[src/rtl/mrr_pkg.sv]
// Shared types, codes and the CRC-16/MODBUS byte step for the single-register read unit.
package mrr_pkg;

    // Input item operation codes
    localparam logic [1:0] OP_REQUEST = 2'd0;
    localparam logic [1:0] OP_RX_BYTE = 2'd1;
    localparam logic [1:0] OP_TICK    = 2'd2;

    // Result kinds
    localparam logic KIND_TX   = 1'b0;
    localparam logic KIND_DONE = 1'b1;

    // Reading status codes
    localparam logic [1:0] ST_OK       = 2'd0;
    localparam logic [1:0] ST_BAD_LEN  = 2'd1;
    localparam logic [1:0] ST_TIMEOUT  = 2'd2;

    // Configuration register indexes
    localparam logic [1:0] CFG_DEVICE_ADDRESS = 2'd0;
    localparam logic [1:0] CFG_FUNCTION_CODE  = 2'd1;
    localparam logic [1:0] CFG_TIMEOUT_TICKS  = 2'd2;

    // Configuration reset values
    localparam logic [7:0]  RST_DEVICE_ADDRESS = 8'h01;
    localparam logic [7:0]  RST_FUNCTION_CODE  = 8'h04;
    localparam logic [15:0] RST_TIMEOUT_TICKS  = 16'd200;

    // Frame constants
    localparam logic [15:0] CRC_INIT      = 16'hFFFF;
    localparam logic [15:0] CRC_POLY      = 16'hA001;
    localparam logic [7:0]  FRAME_ZERO    = 8'h00;
    localparam logic [7:0]  FRAME_QTY_LO  = 8'h01;
    localparam logic [7:0]  BYTE_COUNT_OK = 8'h02;
    localparam logic [3:0]  FRAME_LEN     = 4'd8;

    // Byte positions in the request frame
    localparam logic [2:0] POS_DEV    = 3'd0;
    localparam logic [2:0] POS_FC     = 3'd1;
    localparam logic [2:0] POS_REG_HI = 3'd2;
    localparam logic [2:0] POS_REG_LO = 3'd3;
    localparam logic [2:0] POS_QTY_HI = 3'd4;
    localparam logic [2:0] POS_QTY_LO = 3'd5;
    localparam logic [2:0] POS_CRC_LO = 3'd6;
    localparam logic [2:0] POS_CRC_HI = 3'd7;

    // Receive phases
    localparam logic [2:0] PH_IDLE = 3'd0;
    localparam logic [2:0] PH_HUNT = 3'd1;
    localparam logic [2:0] PH_COUNT = 3'd2;
    localparam logic [2:0] PH_DHI  = 3'd3;
    localparam logic [2:0] PH_DLO  = 3'd4;

    // What the protocol stage hands to the result sequencer
    typedef struct packed {
        logic        is_frame;
        logic [1:0]  status;
        logic [15:0] reading;
        logic [7:0]  dev;
        logic [7:0]  fc;
        logic [7:0]  reg_addr;
    } t_load;

    function automatic logic [15:0] crc_update(input logic [15:0] crc, input logic [7:0] b);
        logic [15:0] c;
        c = crc ^ {8'h00, b};
        for (int k = 0; k < 8; k++) begin
            if (c[0]) begin
                c = (c >> 1) ^ CRC_POLY;
            end else begin
                c = c >> 1;
            end
        end
        return c;
    endfunction

endpackage

[src/rtl/mrr_if.sv]
// Valid/ready channel interfaces for request items and result items.
interface mrr_req_if;
    logic       valid;
    logic       ready;
    logic [1:0] operation;
    logic [7:0] register_address;
    logic [7:0] rx_byte;

    modport source (output valid, output operation, output register_address,
                    output rx_byte, input ready);
    modport sink   (input valid, input operation, input register_address,
                    input rx_byte, output ready);
endinterface

interface mrr_res_if;
    logic        valid;
    logic        ready;
    logic        kind;
    logic [7:0]  tx_byte;
    logic        last_byte;
    logic [1:0]  status;
    logic [15:0] reading;

    modport source (output valid, output kind, output tx_byte, output last_byte,
                    output status, output reading, input ready);
    modport sink   (input valid, input kind, input tx_byte, input last_byte,
                    input status, input reading, output ready);
endinterface

[src/rtl/mrr_seq.sv]
// Result sequencer: holds one result or streams an 8-byte request frame, CRC built on the fly.
module mrr_seq (
    input  logic           i_clk,
    input  logic           i_rst_n,
    input  logic           i_load_valid,
    input  mrr_pkg::t_load i_load,
    output logic           o_free,
    mrr_res_if.source      o_res
);
    import mrr_pkg::*;

    logic [3:0]  r_cnt;
    logic [2:0]  r_idx;
    logic        r_is_frame;
    logic [1:0]  r_status;
    logic [15:0] r_reading;
    logic [7:0]  r_dev;
    logic [7:0]  r_fc;
    logic [7:0]  r_reg;
    logic [15:0] r_crc;

    logic [7:0]  cur_byte;
    logic        out_fire;

    assign out_fire = o_res.valid && o_res.ready;
    assign o_free   = (r_cnt == 4'd0) || ((r_cnt == 4'd1) && out_fire);

    always_comb begin
        case (r_idx)
            POS_DEV:    cur_byte = r_dev;
            POS_FC:     cur_byte = r_fc;
            POS_REG_HI: cur_byte = FRAME_ZERO;
            POS_REG_LO: cur_byte = r_reg;
            POS_QTY_HI: cur_byte = FRAME_ZERO;
            POS_QTY_LO: cur_byte = FRAME_QTY_LO;
            POS_CRC_LO: cur_byte = r_crc[7:0];
            POS_CRC_HI: cur_byte = r_crc[15:8];
            default:    cur_byte = FRAME_ZERO;
        endcase
    end

    assign o_res.valid     = (r_cnt != 4'd0);
    assign o_res.kind      = r_is_frame ? KIND_TX : KIND_DONE;
    assign o_res.tx_byte   = r_is_frame ? cur_byte : 8'h00;
    assign o_res.last_byte = r_is_frame && (r_idx == POS_CRC_HI);
    assign o_res.status    = r_is_frame ? ST_OK : r_status;
    assign o_res.reading   = r_is_frame ? 16'h0000 : r_reading;

    always_ff @(posedge i_clk) begin
        if (!i_rst_n) begin
            r_cnt      <= 4'd0;
            r_idx      <= 3'd0;
            r_is_frame <= 1'b0;
        end else if (i_load_valid && o_free) begin
            r_cnt      <= i_load.is_frame ? FRAME_LEN : 4'd1;
            r_idx      <= 3'd0;
            r_is_frame <= i_load.is_frame;
        end else if (out_fire) begin
            r_cnt <= r_cnt - 4'd1;
            r_idx <= r_idx + 3'd1;
        end
    end

    // Payload; CRC absorbs each header byte as it leaves, ready before the CRC bytes show
    always_ff @(posedge i_clk) begin
        if (i_load_valid && o_free) begin
            r_status  <= i_load.status;
            r_reading <= i_load.reading;
            r_dev     <= i_load.dev;
            r_fc      <= i_load.fc;
            r_reg     <= i_load.reg_addr;
            r_crc     <= CRC_INIT;
        end else if (out_fire && r_is_frame && (r_idx < POS_CRC_LO)) begin
            r_crc <= crc_update(r_crc, cur_byte);
        end
    end

endmodule

[src/rtl/modbus_rtu_single_register_read_unit.sv]
// Modbus RTU master for reading one register: request framing, reply hunting, timeout.
// An item enters the input register, the protocol logic updates the receive phase and
// loads the result sequencer, which drives the result channel. Received bytes and ticks
// flow at one per cycle while no earlier result waits in the result sequencer. A
// request makes eight frame bytes that leave one per cycle from the result sequencer
// while the result channel is ready; the next item waits in the input register
// until the last frame byte is taken. The frame CRC is computed one byte per cycle as
// the header bytes leave. A finished reading is one result with its status; a reading
// in tenths is passed on raw.
module modbus_rtu_single_register_read_unit (
    input  logic        i_clk,
    input  logic        i_rst_n,
    input  logic        i_cfg_we,
    input  logic [1:0]  i_cfg_idx,
    input  logic [15:0] i_cfg_data,
    mrr_req_if.sink     i_req,
    mrr_res_if.source   o_res
);
    import mrr_pkg::*;

    // Configuration
    logic [7:0]  r_dev_addr;
    logic [7:0]  r_func_code;
    logic [15:0] r_timeout;

    always_ff @(posedge i_clk) begin
        if (!i_rst_n) begin
            r_dev_addr  <= RST_DEVICE_ADDRESS;
            r_func_code <= RST_FUNCTION_CODE;
            r_timeout   <= RST_TIMEOUT_TICKS;
        end else if (i_cfg_we) begin
            case (i_cfg_idx)
                CFG_DEVICE_ADDRESS: r_dev_addr  <= i_cfg_data[7:0];
                CFG_FUNCTION_CODE:  r_func_code <= i_cfg_data[7:0];
                CFG_TIMEOUT_TICKS:  r_timeout   <= i_cfg_data;
                default: ;
            endcase
        end
    end

    // Input register
    logic       r_in_valid;
    logic [1:0] r_in_op;
    logic [7:0] r_in_reg;
    logic [7:0] r_in_rx;
    logic       seq_free;
    logic       fire;

    assign fire        = r_in_valid && seq_free;
    assign i_req.ready = !r_in_valid || fire;

    always_ff @(posedge i_clk) begin
        if (!i_rst_n) begin
            r_in_valid <= 1'b0;
        end else if (i_req.ready) begin
            r_in_valid <= i_req.valid;
        end
    end

    always_ff @(posedge i_clk) begin
        if (i_req.valid && i_req.ready) begin
            r_in_op  <= i_req.operation;
            r_in_reg <= i_req.register_address;
            r_in_rx  <= i_req.rx_byte;
        end
    end

    // Receive protocol state
    logic [2:0]  r_phase,  n_phase;
    logic        r_seen,   n_seen;
    logic [7:0]  r_hi,     n_hi;
    logic [15:0] r_quiet,  n_quiet;
    logic [16:0] quiet_inc;
    logic        load_valid;
    t_load       load;

    assign quiet_inc = {1'b0, r_quiet} + 17'd1;

    always_comb begin
        n_phase         = r_phase;
        n_seen          = r_seen;
        n_hi            = r_hi;
        n_quiet         = r_quiet;
        load_valid      = 1'b0;
        load.is_frame   = 1'b0;
        load.status     = ST_OK;
        load.reading    = 16'h0000;
        load.dev        = r_dev_addr;
        load.fc         = r_func_code;
        load.reg_addr   = r_in_reg;
        case (r_in_op)
            OP_REQUEST: begin
                load_valid    = 1'b1;
                load.is_frame = 1'b1;
                n_phase       = PH_HUNT;
                n_seen        = 1'b0;
                n_hi          = 8'h00;
                n_quiet       = 16'h0000;
            end
            OP_RX_BYTE: begin
                case (r_phase)
                    PH_HUNT: begin
                        n_quiet = 16'h0000;
                        if (r_seen && (r_in_rx == r_func_code)) begin
                            n_seen  = 1'b0;
                            n_phase = PH_COUNT;
                        end else begin
                            // a byte breaking the pair may itself start a new pair
                            n_seen = (r_in_rx == r_dev_addr);
                        end
                    end
                    PH_COUNT: begin
                        if (r_in_rx != BYTE_COUNT_OK) begin
                            n_phase     = PH_IDLE;
                            load_valid  = 1'b1;
                            load.status = ST_BAD_LEN;
                        end else begin
                            n_phase = PH_DHI;
                        end
                    end
                    PH_DHI: begin
                        n_hi    = r_in_rx;
                        n_phase = PH_DLO;
                    end
                    PH_DLO: begin
                        n_phase      = PH_IDLE;
                        load_valid   = 1'b1;
                        load.status  = ST_OK;
                        load.reading = {r_hi, r_in_rx};
                    end
                    default: ;
                endcase
            end
            OP_TICK: begin
                if (r_phase == PH_HUNT) begin
                    // zero timeout behaves as one
                    if (quiet_inc >= {1'b0, r_timeout}) begin
                        n_phase     = PH_IDLE;
                        n_seen      = 1'b0;
                        n_quiet     = 16'h0000;
                        load_valid  = 1'b1;
                        load.status = ST_TIMEOUT;
                    end else begin
                        n_quiet = quiet_inc[15:0];
                    end
                end
            end
            default: ;
        endcase
    end

    always_ff @(posedge i_clk) begin
        if (!i_rst_n) begin
            r_phase <= PH_IDLE;
            r_seen  <= 1'b0;
            r_hi    <= 8'h00;
            r_quiet <= 16'h0000;
        end else if (fire) begin
            r_phase <= n_phase;
            r_seen  <= n_seen;
            r_hi    <= n_hi;
            r_quiet <= n_quiet;
        end
    end

    mrr_seq u_seq (
        .i_clk        (i_clk),
        .i_rst_n      (i_rst_n),
        .i_load_valid (fire && load_valid),
        .i_load       (load),
        .o_free       (seq_free),
        .o_res        (o_res)
    );

endmodule

[src/flat_wrapper.sv]
// flat-port wrapper written by rule: the top's interface ports become plain ports
module modbus_rtu_single_register_read_unit_flat import mrr_pkg::*;
  (i_clk, i_rst_n, i_cfg_we, i_cfg_idx, i_cfg_data, i_req_valid, i_req_operation, i_req_register_address, i_req_rx_byte, i_req_ready, o_res_valid, o_res_kind, o_res_tx_byte, o_res_last_byte, o_res_status, o_res_reading, o_res_ready);
  mrr_req_if i_req_i ();
  mrr_res_if o_res_i ();
  input  logic i_clk;
  input  logic i_rst_n;
  input  logic i_cfg_we;
  input  logic [1:0] i_cfg_idx;
  input  logic [15:0] i_cfg_data;
  input wire logic [$bits(i_req_i.valid)-1:0] i_req_valid;
  input wire logic [$bits(i_req_i.operation)-1:0] i_req_operation;
  input wire logic [$bits(i_req_i.register_address)-1:0] i_req_register_address;
  input wire logic [$bits(i_req_i.rx_byte)-1:0] i_req_rx_byte;
  output wire logic [$bits(i_req_i.ready)-1:0] i_req_ready;
  output wire logic [$bits(o_res_i.valid)-1:0] o_res_valid;
  output wire logic [$bits(o_res_i.kind)-1:0] o_res_kind;
  output wire logic [$bits(o_res_i.tx_byte)-1:0] o_res_tx_byte;
  output wire logic [$bits(o_res_i.last_byte)-1:0] o_res_last_byte;
  output wire logic [$bits(o_res_i.status)-1:0] o_res_status;
  output wire logic [$bits(o_res_i.reading)-1:0] o_res_reading;
  input wire logic [$bits(o_res_i.ready)-1:0] o_res_ready;
  assign i_req_i.valid = i_req_valid;
  assign i_req_i.operation = i_req_operation;
  assign i_req_i.register_address = i_req_register_address;
  assign i_req_i.rx_byte = i_req_rx_byte;
  assign i_req_ready = i_req_i.ready;
  assign o_res_valid = o_res_i.valid;
  assign o_res_kind = o_res_i.kind;
  assign o_res_tx_byte = o_res_i.tx_byte;
  assign o_res_last_byte = o_res_i.last_byte;
  assign o_res_status = o_res_i.status;
  assign o_res_reading = o_res_i.reading;
  assign o_res_i.ready = o_res_ready;
  modbus_rtu_single_register_read_unit u_core (.i_clk(i_clk), .i_rst_n(i_rst_n), .i_cfg_we(i_cfg_we), .i_cfg_idx(i_cfg_idx), .i_cfg_data(i_cfg_data), .i_req(i_req_i), .o_res(o_res_i));
endmodule
[config.mk]
export PLATFORM = sky130hd
export DESIGN_NAME = modbus_rtu_single_register_read_unit_flat
export DESIGN_NICKNAME = d
export VERILOG_FILES = /design/src/rtl/mrr_pkg.sv /design/src/rtl/mrr_if.sv /design/src/rtl/mrr_seq.sv /design/src/rtl/modbus_rtu_single_register_read_unit.sv /design/src/flat_wrapper.sv
export SDC_FILE = /design/constraint.sdc
export NUM_CORES = 1
export LEC_CHECK = 0
export ABC_AREA = 1
export BUFFER_PORTS_ARGS = -buffer_cell sky130_fd_sc_hd__buf_2
export CORE_MARGIN = 3
export CORE_UTILIZATION = 54
export CTS_CLUSTER_DIAMETER = 40
export CTS_CLUSTER_SIZE = 10
export DETAILED_ROUTE_END_ITERATION = 6
export PLACE_DENSITY = 0.76
export SETUP_SLACK_MARGIN = 0.15
export SLEW_MARGIN = 20
export SYNTH_ARGS = -nofsm -noshare
export SYNTH_HDL_FRONTEND = slang
export SYNTH_HIERARCHICAL = 1
export SYNTH_SLANG_ARGS = --single-unit
[constraint.sdc]
create_clock -name i_clk -period 4 [get_ports i_clk]
set_input_delay 0.4 -clock i_clk [delete_from_list [all_inputs] [get_ports i_clk]]
set_output_delay 0.4 -clock i_clk [all_outputs]
set_load 0.05 [all_outputs]
==> flow_metrics.env <==
export IMPL_ys_flop_type="dfxtp_1"
export IMPL_die_area_sq_um=15100
export IMPL_die_w_um=123
export IMPL_yosysWarnings=6
export IMPL_grt_first_pass_wirelength_um=27900
export IMPL_post_route_period_util_pct=88.1
export IMPL_vias_per_cell=5.22
export IMPL_crit_chain="ha_1 > nand2_1 > nor2_2 > nand2_2 > nor3_2 > inv_1 > o21ai_0 > nand2_1 > inv_1 > ha_1 > nand2_1 > nand2_1 > a21oi_1 > o21ai_0 > nor2_1 > nand2_2 > nand3_1 > a21boi_0 > nand2_1 > buf_4 > nand2_1 > o21bai_1 > a21oi_1"
export IMPL_routed_via_count=6306
export IMPL_cts_tree="yes"
export IMPL_fin_worst_skew_ns=0.0125
export IMPL_cts_buffers=17
export IMPL_crit_buf_inv=3
export IMPL_drc=0
export IMPL_cts_root_buf="clkbuf_16"
export IMPL_synth_avg_cell_area_sq_um=7.81
export IMPL_routed_wl_um=17100
export IMPL_grt_max_degree=46
export IMPL_num_antenna_cells=0
export IMPL_drt_iter0_drc=677
export IMPL_seqPwrFrac_pct=37.1
export IMPL_core_sq_um=13300
export IMPL_holdWs_ns=0.146
export IMPL_crit_slowest_cell="dfxtp_1"
export IMPL_grt_use_total_pct=23.7
export IMPL_h_tree_depth=4
export IMPL_drv_cap=0
export IMPL_finalCriticalPeriod_ns=3.52
export IMPL_rsz0062_at_grt="no"
export IMPL_first_global_vias=5831
export IMPL_worst_pin_slew_ns=0.882
export IMPL_synth_nets=1017
export IMPL_synth_edff_count=60
export IMPL_crit_cells=23
export IMPL_fmax_ghz=0.284
export IMPL_insertion_delay_ns=0.43
export IMPL_r2r_start="u_core/r_quiet[1]"
export IMPL_syn_to_final_growth_pct=16.0
export IMPL_power_density_nw_per_um2=594
export IMPL_power_w=0.00509
export IMPL_fin_util_pct=64.5
export IMPL_critPathTopFamily="simple AND/OR/NAND/NOR gates"
export IMPL_slew_headroom_pct=41.2
export IMPL_post_cts_buffers=0
export IMPL_layout_drive_gt1_share_pct=14.5
export IMPL_dr_pass1_iters=5
export IMPL_hold_depth=1
export IMPL_num_rows=42
export IMPL_worst_setup_path_end_kind="register"
export IMPL_numClockSinks=145
export IMPL_syn_cell_area_sq_um=7400
export IMPL_place_ws_ns=0.498
export IMPL_critical_path_class="reg -> reg"
export IMPL_syn_inst=947
export IMPL_hold_viol_final=0
export IMPL_wl_per_cell_um=14.1
export IMPL_post_cts_resized=0
export IMPL_status="finished clean"
export IMPL_p_leak_nw=3.91
export IMPL_layout_setup_ws_ns=0.477
export IMPL_start_util_pct=55.6
export IMPL_worstSetupStartpointType="register"
export IMPL_place_congestion=0.891
export IMPL_r2r_slack_ns=0.48
export IMPL_synth_seq_area_share_pct=47.4
export IMPL_ys_ff_latch=145
export IMPL_vdd_ir_drop_max_uv=347
export IMPL_min_path_type="in -> reg"
export IMPL_async_flop_share_pct=0
export IMPL_drv_slew=0
export IMPL_hold_start="i_req_rx_byte[4]"
export IMPL_place_port_buffers=70
export IMPL_globalRouteOverflowTotal=0
export IMPL_ctsHoldBuffers=0
export IMPL_setup_viol=0
export IMPL_dp_hpwl_um=12600
export IMPL_arrival_ns=3.88
export IMPL_path_clk_slew_ns=0.06
export IMPL_p_int_w=0.00327
export IMPL_worstPathMaxFanout=14
export IMPL_die_y_um=123
export IMPL_clockPowerShare_pct=33.7
export IMPL_ant_nets=0
export IMPL_whs_endpoint="u_core/r_in_rx[4]"
export IMPL_power_frac_comb_pct=29.2
export IMPL_finalSetupTns_ns=0
export IMPL_final_nets=1090
export IMPL_slowest_delay_ns=0.37
export IMPL_cp_required_ns=4.36
export IMPL_cts_path_max_buffers=2
export IMPL_p_switching_w=0.00182
export IMPL_ios=71
export IMPL_cpMostUsedCell="nand2_1"
export IMPL_reg2reg_depth=23
export IMPL_synth_cell_types=41
export IMPL_crit_reg2reg_capture="u_core/u_seq/r_cnt[2]"
export IMPL_antenna_found_initial=0
export IMPL_swShare_pct=35.8
[area by class of cell]
cell class | instances | area [sq um]
repair buffers | 77 | 418
well taps | 176 | 220
clock buffers | 20 | 479
flip-flops and latches | 145 | 3500
fillers | 1148 | 4720
inverters | 133 | 500
multi-input cells | 646 | 3290
clock inverters | 12 | 168
[cell families after synthesis]
kind of cell | Yosys count | synth area share [%]
AOI/OAI and AO/OA | 153 | 11.8
buffers and inverters | 156 | 8.29
xor gates and xnor gates | 16 | 1.89
and+or+nand+nor | 448 | 25.8
adders and majority gates | 29 | 4.91
DFF | 145 | 47.4
[synth_stat cells (2+ instances only)]
cell | n | area share [%]
buf_2 | 3 | 0.20
o211ai_1 | 11 | 1.1
nand2_1 | 239 | 12
nand4_1 | 7 | 0.59
a211oi_1 | 4 | 0.41
nand3_1 | 69 | 4.7
inv_2 | 3 | 0.15
clkinv_1 | 3 | 0.15
o21ai_0 | 56 | 3.8
a21oi_1 | 61 | 4.1
nand3b_1 | 7 | 0.71
or2_2 | 2 | 0.17
nand2_2 | 17 | 1.4
a31oi_1 | 4 | 0.34
edfxtp_1 | 60 | 24
buf_4 | 2 | 0.20
xor2_1 | 8 | 0.95
xnor2_1 | 8 | 0.95
a21oi_2 | 10 | 1.2
nor2_1 | 90 | 4.6
ha_1 | 29 | 4.9
clkbuf_1 | 16 | 0.81
nor3_1 | 10 | 0.68
dfxtp_1 | 85 | 23
inv_1 | 127 | 6.4
[stage by stage]
step / std cells / instance area [sq um]
finish: 1209 / 8580
global route: 1209 / 8580
CTS: 1208 / 8550
global placement: 1176 / 7900
detailed placement: 1176 / 7900
floorplan: 947 / 7400
[layout by cell type (no fill, tap or decap), types with 8 or more instances in the layout]
| cell | instances |
|---|---|
| xnor2_1 | 8 |
| nor3_1 | 9 |
| xor2_1 | 8 |
| edfxtp_1 | 60 |
| ha_1 | 29 |
| o21ai_0 | 56 |
| a21oi_2 | 11 |
| nand2_1 | 239 |
| nand2_2 | 17 |
| a21oi_1 | 60 |
| inv_1 | 127 |
| clkbuf_16 | 19 |
| nor2_1 | 90 |
| nand3_1 | 69 |
| o211ai_1 | 11 |
| dfxtp_1 | 84 |
| buf_2 | 70 |
[per-layer routing]
| layer | routed length (um) | vias to the layer above | global-route usage (%) |
|---|---|---|---|
| met3 | 1000 | 32 | 5.86 |
| met5 | 0 | - | 0 |
| met2 | 7960 | 204 | 38.4 |
| met1 | 7810 | 2836 | 31.3 |
| li1 | - | 3234 | - |
| met4 | 320 | 0 | 7.96 |
[worst register-to-register path, stage by stage, from the launching register on]
cell      delay (ns)
dfxtp_1         0.37
ha_1            0.22
nand2_1         0.10
nor2_2          0.18
nand2_2         0.13
nor3_2          0.17
inv_1           0.06
o21ai_0         0.15
nand2_1         0.07
inv_1           0.08
ha_1            0.24
nand2_1         0.06
nand2_1         0.04
a21oi_1         0.12
o21ai_0         0.11
nor2_1          0.21
nand2_2         0.12
nand3_1         0.13
a21boi_0        0.10
nand2_1         0.12
buf_4           0.22
nand2_1         0.16
o21bai_1        0.20
a21oi_1         0.10
[how the worst max path moves through the flow]
stage                      startpoint                    end  slack [ns]
floorplan           u_core/r_quiet[0]  u_core/u_seq/r_crc[1]        0.61
detailed placement  u_core/r_quiet[0]  u_core/u_seq/r_cnt[3]        0.50
finish              u_core/r_quiet[1]  u_core/u_seq/r_cnt[2]        0.48
CTS                 u_core/r_quiet[0]  u_core/u_seq/r_cnt[0]        0.34
global placement    u_core/r_quiet[0]  u_core/u_seq/r_reg[3]        0.68
global route        u_core/r_quiet[1]  u_core/u_seq/r_cnt[2]        0.17
[power groups by stage]
stage | Combinational (W) | Clock, W | Sequential, W
6_report | 0.00149 | 0.00172 | 0.00189
5_1_grt | 0.00169 | 0.00181 | 0.00191
4_1_cts | 0.00146 | 0.00174 | 0.00189
3_5_place_dp | 0.00145 | 0 | 0.00192
3_3_place_gp | 0.00143 | 0 | 0.00192
2_1_floorplan | 0.00115 | 0 | 0.00186
(Power assumes the default switching activity.)
